`config.mk`:
```
export PLATFORM = sky130hd
export DESIGN_NAME = dbdl_mix
export DESIGN_NICKNAME = d
export VERILOG_FILES = /design/src/rtl/dbdl_pkg.sv /design/src/rtl/dbdl_mix.sv
export SDC_FILE = /design/constraint.sdc
export NUM_CORES = 1
export LEC_CHECK = 0
export ABC_AREA = 1
export BUFFER_PORTS_ARGS = -buffer_cell sky130_fd_sc_hd__clkbuf_2
export CORE_ASPECT_RATIO = 2
export CORE_MARGIN = 3
export CORE_UTILIZATION = 50
export DETAILED_ROUTE_END_ITERATION = 10
export PLACE_DENSITY = 0.74
export SETUP_SLACK_MARGIN = 0.5
export SYNTH_ARGS = -nofsm -noshare
export SYNTH_HDL_FRONTEND = slang
export SYNTH_SLANG_ARGS = --single-unit
```
`constraint.sdc`:
```
create_clock -name vclk -period 25.4
set_input_delay 1.27 -clock vclk [all_inputs]
set_output_delay 1.27 -clock vclk [all_outputs]
set_load 0.1 [all_outputs]
```
`src/rtl/dbdl_pkg.sv`:
```
`default_nettype none

package dbdl_pkg;

	localparam int unsigned MAX_DELAY_DEF   = 1024;
	localparam int unsigned SAMPLE_BITS_DEF = 24;
	localparam int unsigned LEN_BITS        = 11;
	localparam int unsigned LOSS_BITS       = 16;
	localparam int unsigned UNITY           = 32768;
	localparam int unsigned FRAC_BITS       = 15;
	localparam int unsigned APB_DATA_BITS   = 32;
	localparam int unsigned APB_ADDR_BITS   = 3;

	typedef enum logic [0:0] {
		REG_DELAY_LENGTH = 1'b0,
		REG_LOSS_FACTOR  = 1'b1
	} cfg_reg_t;

endpackage

`default_nettype wire

```
`src/rtl/dbdl_mix.sv`:
```
`default_nettype none

module dbdl_mix
	import dbdl_pkg::*;
#(
	parameter int unsigned SAMPLE_BITS = SAMPLE_BITS_DEF
) (
	input  wire logic signed [SAMPLE_BITS-1:0] held,
	input  wire logic signed [SAMPLE_BITS-1:0] delayed,
	input  wire logic        [LOSS_BITS-1:0]   loss,
	output logic signed      [SAMPLE_BITS-1:0] result
);

	localparam int unsigned DW = SAMPLE_BITS + 1;
	localparam int unsigned PW = LOSS_BITS + 1 + DW;

	// The mix is rewritten as delayed + loss * (held - delayed) / 1.0, which is exact
	// because the unity term contributes no fraction bits.
	logic signed [DW-1:0] diff;
	logic signed [PW-1:0] prod;
	logic signed [PW-1:0] rounded;
	logic signed [PW-1:0] shifted;

	always_comb begin
		diff    = DW'(held) - DW'(delayed);
		prod    = PW'(signed'({1'b0, loss})) * PW'(diff);
		rounded = prod + PW'(signed'({1'b0, 1'b1, {(FRAC_BITS-1){1'b0}}}));
		shifted = rounded >>> FRAC_BITS;
		result  = delayed + shifted[SAMPLE_BITS-1:0];
	end

endmodule

`default_nettype wire

```
# Word level (Yosys, flattened, before mapping)
# Index checks and enable logic that the tools add are counted.
dict set report totals {
  register_bits 0
  in_bits 64
  out_inout_bits 24
  elab_cells 4
}
dict set report op_classes {
  addsub 3
  multipliers 1
}
# cell count
set op_table {}
lappend op_table {{adder 39 x 16 -> 39 bit (second input constant)} 1}
lappend op_table {{multiplier 17 x 25 -> 39 bit} 1}
lappend op_table {{subtractor 24 x 24 -> 25 bit} 1}
lappend op_table {{adder 24 bit} 1}

# Longest topological paths before layout
# Gate-level depths: netlist of run 1.
dict set report depth {
  depth_word 4
  depth_mapped 48
}

# Worst setup path before layout of run 1
# OpenSTA, ideal clock, no wires.
dict set report synth_timing {
  path_kind {in2out}
  from {input port held[0]}
  to {output port result[22]}
  arrival_time_ns 10.278
  required_time_ns 24.130
  path_slack_ns 13.852
  path_stages 42
  path_buffers 1
  path_cell_list {inv_1 ha_1 fa_1 inv_1 nand3_1 nand2_1 nand2_1 nand2_2 a21oi_2 o21ai_2 nand2_1 nand2_2 xor2_2 inv_2 buf_6 nor2_1 fa_1 inv_1 [6 not listed] fa_1 inv_1 ha_1 nand2_1 o21ai_0 inv_1 o21a_1 o311ai_0 xor2_1 inv_1 ha_1 nand2_1 nor4_1 o21ai_0 nand3_1 a21oi_1 o21ai_0 xor2_1}
}
dict set report synth_between {
  elab_chain_len 4
}
# element line_no
set synth_lines {}
lappend synth_lines {{start, declared} dbdl_mix.sv:8} ;# input wire logic signed [SAMPLE_BITS-1:0] held,
lappend synth_lines {{subtractor 24 x 24 -> 25 bit} dbdl_mix.sv:25} ;# diff = DW'(held) - DW'(delayed);
lappend synth_lines {{multiplier 17 x 25 -> 39 bit} dbdl_mix.sv:26} ;# prod = PW'(signed'({1'b0, loss})) * PW'(diff);
lappend synth_lines {{adder 39 x 16 -> 39 bit} dbdl_mix.sv:27} ;# rounded = prod + PW'(signed'({1'b0, 1'b1, {(FRAC_BITS-1){1'b0}}}));
lappend synth_lines {{adder 24 bit} dbdl_mix.sv:29} ;# result = delayed + shifted[SAMPLE_BITS-1:0];
lappend synth_lines {{end, declared} dbdl_mix.sv:11} ;# output logic signed [SAMPLE_BITS-1:0] result
# No other way between the ends.

# Worst setup path in the final report of run 1
dict set report layout_timing {
  from {input port delayed[6]}
  to {output port result[22]}
}
dict set report layout_between {
  elab_chain_len 4
}
# element line_no
set layout_lines {}
lappend layout_lines {{start, declared} dbdl_mix.sv:9} ;# input wire logic signed [SAMPLE_BITS-1:0] delayed,
lappend layout_lines {{subtractor 24 x 24 -> 25 bit} dbdl_mix.sv:25}
lappend layout_lines {{multiplier 17 x 25 -> 39 bit} dbdl_mix.sv:26}
lappend layout_lines {{adder 39 x 16 -> 39 bit} dbdl_mix.sv:27}
lappend layout_lines {{adder 24 bit (*)} dbdl_mix.sv:29}
# Mark *: on every way between the ends. The rest lies on a longest branch, timed or not.

==> results of run 1 <==
-- logic make-up (layout without fill, tap and decap cells) --
kind of cell             Yosys count  in the layout
buffers and inverters            681            738
AND/OR/NAND/NOR                  791            791
adder cells (fa/ha/maj)          535            535
AO/OA/AOI/OAI                    163            163
XOR/XNOR                          76             76
-- critical path, delay by kind of cell --
| kind | cells | cell delay, ns |
|---|---|---|
| adders and majority gates | 9 | 4.22 |
| AOI/OAI and AO/OA | 11 | 2.46 |
| buffers and inverters | 10 | 1.08 |
| xor gates and xnor gates | 3 | 1.01 |
| and+or+nand+nor | 7 | 1.39 |
-- routing by layer --
| layer | routed length, um | vias up |
|---|---|---|
| met5 | 0 | - |
| met4 | 6330 | 0 |
| met3 | 2900 | 308 |
| met2 | 29500 | 624 |
| met1 | 16400 | 7291 |
| li1 | - | 6674 |
-- layout make-up --
cell class,instances,area share
Tap cell,432,0.0302
Multi-Input combinational cell,1565,0.806
Timing Repair Buffer,101,0.0301
Inverter,637,0.134
-- cell usage in the layout (no fill, tap or decap), types with 2 or more instances in the layout --
master / count
xor2_1: 47
a21oi_2: 2
nand3_2: 2
nor2_1: 296
xor2_2: 2
ha_1: 163
nor2_2: 10
nand2_4: 3
a21o_1: 5
inv_2: 3
nand3_1: 64
inv_1: 628
a21boi_0: 4
clkbuf_2: 88
a211oi_1: 3
nor4_1: 6
o21bai_1: 5
a21oi_1: 78
o21a_1: 7
or2_2: 21
fa_1: 372
clkinv_1: 6
nor3_1: 8
o21ai_0: 33
nand2_2: 6
nand4_1: 11
xnor2_1: 24
xnor2_2: 3
o21ai_2: 2
o21ai_1: 3
buf_4: 13
nand2_1: 358
a31oi_1: 13
-- through the flow --
stage | worst slack, ns | hold slack (ns) | util | instances
2_1_floorplan | 13.85 | 3.09 | - | 2246
3_3_place_gp | 12.70 | 3.21 | 0.539 | 2735
3_5_place_dp | 12.82 | 3.21 | 0.539 | 2735
4_1_cts | 12.76 | 3.21 | 0.539 | 2735
5_1_grt | 12.12 | 3.26 | 0.539 | 2735
6_report | 12.68 | 3.21 | 0.539 | 2735
-- worst max path at each step --
| stage | start | endpoint | depth (start not counted) |
|---|---|---|---|
| 2_1_floorplan | held[0] | result[22] | 42 |
| 3_3_place_gp | delayed[5] | result[22] | 40 |
| 3_5_place_dp | delayed[2] | result[22] | 40 |
| 4_1_cts | delayed[6] | result[22] | 40 |
| 5_1_grt | delayed[2] | result[22] | 40 |
| 6_report | delayed[6] | result[22] | 40 |
==> metrics.cfg, run 1 <==
[run_status]
status = complete, no violations

[timing]
worstMarginPinSlew_ns = 1.09
rsz0062_at_grt = no
finalSetupViolations = 0
slew_violations = 0
maxSlewHeadroom = 0.275
period_minus_slack_ns = 12.72
max_freq_mhz = 78.6
tns_ns = 0
hold_viol = 0
final.period_utilization = 0.501

[yosys]
yosys-top-cells-area = fa_1 (44%), inv_1 (14%), ha_1 (12%)
synth.most_common_cell = inv_1
synth_cell_types = 50
yosysWarningCount = 0
synth_fa_ha_area_frac = 0.558
yosysSeqAreaShare = 0
synth_top_family_by_area = adder cells
synthXorXnorAreaFrac = 0.0414
synthTopCellsByCount = inv_1 (628), fa_1 (372), nand2_1 (358)
synth_largest_area_cell = fa_1
synth_mux_area_frac = 0
netlist_area_sq_um = 17000
synth_compound_area_frac = 0.0561
synth_top_area_frac = 0.438
yosys.area_share.simple = 0.193
syn-instance-count = 2246
syn_area_per_cell_sq_um = 7.56
syn_nets = 2845

[detailed_routing]
drt_first_pass_iters = 6
vias = 14900
drt_iter0_drc = 767
detail-route-antenna-nets = 0
drc = 0
viasPerCell = 5.45
wire_per_inst_um = 20.1
wirelength_um = 55100

[die]
rows = 94
core_sq_um = 33200
die_area_sq_um = 36400
ios = 88
dieHeight_um = 267
start_util = 0.512
die_w_um = 136

[global_routing]
antenna_found_initial = 0
grt_remaining_overflow = 0
met1_usage = 0.293
grt_pass1_vias = 16500
grt_pass1_wl_um = 86000
grt_util_met3 = 0.0330
use_met2 = 0.587
grt_max_degree = 26
track_usage = 0.313
grt_busiest_layer = met2

[placed_design]
gp_congestion = 0.993
dpl-instance-area_sq_um = 17900
port_buffers = 88
dp_hpwl_um = 47900

[cells_and_area]
nets = 2904
nClkBuffers = 0
seq_cells = 0
stdcell_area_sq_um = 17900
fill_cells = 3310
area_delta_synth_final_pct = 5.27
multiInputGateArea_sq_um = 14400
diodes = 0
register_area_sq_um = 0
drive_gt1_frac = 0.0703

[setup_path]
cp_common_cell = inv_1
crit_arrival_ns = 11.45
crit_type = input port to output pin
worst_path_max_delay_cell = xnor2_2
required_ns = 24.13
setup.worst_path.end_class = output pin
path_max_fanout = 10
startpoint_type = input port
max_stage_delay_ns = 0.63

[cts]
cts_resized = 0
cts_hold_buffers = 0
postCtsSetupBuffers = 0

[job]
maxCapViolCount = 0

[worst_hold_path]
holdPathStages = 5
hold_start = delayed[23]
hold_path_end = result[23]
hold_class = input port to output pin

Power of run 1 is left out: the tool's default activity adds up to more than one toggle a clock period on the data nets, which glitch-free logic cannot reach.
==> run 2, diff against run 1 <==
--- a/config.mk
+++ b/config.mk
@@ -11,7 +11,7 @@
 export CORE_MARGIN = 3
 export CORE_UTILIZATION = 50
 export DETAILED_ROUTE_END_ITERATION = 10
-export PLACE_DENSITY = 0.74
+export PLACE_DENSITY = 0.77
 export SETUP_SLACK_MARGIN = 0.5
 export SYNTH_ARGS = -nofsm -noshare
 export SYNTH_HDL_FRONTEND = slang
==> constraint.sdc (replaced) <==
create_clock -name vclk -period 10.7
set_input_delay 0.535 -clock vclk [all_inputs]
set_output_delay 0.535 -clock vclk [all_outputs]
set_load 0.1 [all_outputs]
==> metrics.cfg, run 2 (same netlist as run 1, synthesis figures left out) <==
[cells_and_area]
register_area_sq_um = 0
drive_gt1_frac = 0.122
mostFrequentLayoutCell = inv_1
nets = 2952
nClkBuffers = 0
final_util = 0.568
area_delta_synth_final_pct = 10.9
fill_cells = 3179
seq_cells = 0
final_cell_mix = inv_1 (622), fa_1 (367), nand2_1 (347)
multiInputGateArea_sq_um = 14800

[detailed_routing]
drt_iter0_drc = 883
viasPerCell = 5.51
drt_first_pass_iters = 7
drc = 0
detail-route-antenna-nets = 0
vias = 15300
wire_per_inst_um = 20.7
wirelength_um = 57600

[worst_hold_path]
hold_path_end = result[23]
hold_class = input port to output pin
hold_start = delayed[23]
holdPathStages = 5

[die]
die_area_sq_um = 36400
die_w_um = 136
ios = 88
dieHeight_um = 267
core_sq_um = 33200
rows = 94
start_util = 0.512

[timing]
final.period_utilization = 0.931
max_freq_mhz = 100
hold_viol = 0
finalSetupViolations = 0
period_minus_slack_ns = 9.96
holdWs_ns = 1.62
worstMarginPinSlew_ns = 1.08
slew_violations = 0
rsz0062_at_grt = yes
maxSlewHeadroom = 0.280
tns_ns = 0

[setup_path]
crit_arrival_ns = 9.43
crit_type = input port to output pin
startpoint_type = input port
required_ns = 10.17
cp_common_cell = inv_1
max_stage_delay_ns = 0.53
worst_path_max_delay_cell = fa_1
path_max_fanout = 7
setup.worst_path.end_class = output pin

[placed_design]
dp_hpwl_um = 49600
port_buffers = 88
gp_congestion = 1.04

[global_routing]
grt_pass1_wl_um = 88300
track_usage = 0.322
antenna_found_initial = 1
grt_remaining_overflow = 0
grt_max_degree = 26
grt_pass1_vias = 16900

[cts]
cts_hold_buffers = 0

[job]
maxCapViolCount = 0

[run_status]
status = complete, no violations

[run 2: cell count changes in the layout (fill, tap and decap cells not counted), sizes merged]
| cell | previous run | this run |
|---|---|---|
| clkinv | 6 | 7 |
| clkinvlp | 0 | 2 |
| diode | 0 | 1 |
| inv | 631 | 628 |
| clkbuf | 88 | 78 |
| buf | 13 | 71 |
[run 2: cell type report]
| cell class | instances | area share |
|---|---|---|
| repair buffers | 149 | 0.0570 |
| multi-input cells | 1565 | 0.787 |
| diodes | 1 | 0.000133 |
| well taps | 432 | 0.0287 |
| inverters | 637 | 0.128 |
[run 2: routing by layer]
| metal | vias to the layer above | GRT usage | routed length [um] |
|---|---|---|---|
| li1 | 6753 | - | - |
| met1 | 7458 | 0.295 | 16800 |
| met2 | 743 | 0.585 | 30000 |
| met3 | 382 | 0.0438 | 3210 |
| met4 | 0 | 0.313 | 7500 |
| met5 | - | 0 | 0 |
[run 2: critical path: cells and delay by family]
kind	cells	cell delay (ns)
adders and majority gates	10	4.32
and+or+nand+nor	11	1.65
AOI/OAI and AO/OA	6	1.18
buffers and inverters	11	1.17
xor gates and xnor gates	3	0.59
[run 2: worst max-delay path by stage]
| stage | to | slack, ns | cells past startpoint | from |
|---|---|---|---|---|
| 2_1_floorplan | result[22] | 0.62 | 42 | held[0] |
| 3_5_place_dp | result[22] | -0.33 | 43 | held[0] |
| 4_1_cts | result[19] | 0.51 | 41 | delayed[5] |
| 3_3_place_gp | result[22] | -0.13 | 43 | held[0] |
| 5_1_grt | result[22] | 0.38 | 41 | held[0] |
| 6_report | result[21] | 0.74 | 41 | held[0] |
[run 2: repair_timing]
action	in CTS	in global routing
setup endpoints to repair	16	16
setup buffers	5	22
pin swaps	5	19
gates resized for setup	19	101
cloned	0	0
[run 2: stage by stage]
stage               instances  cell area [sq um]  setup slack (ns)
floorplan                2246              17000             0.622
global placement         2756              18200            -0.133
detailed placement       2756              18200            -0.325
CTS                      2761              18300             0.506
global route             2783              18800             0.385
finish                   2784              18800             0.736
Power of run 2 is left out for the same reason.
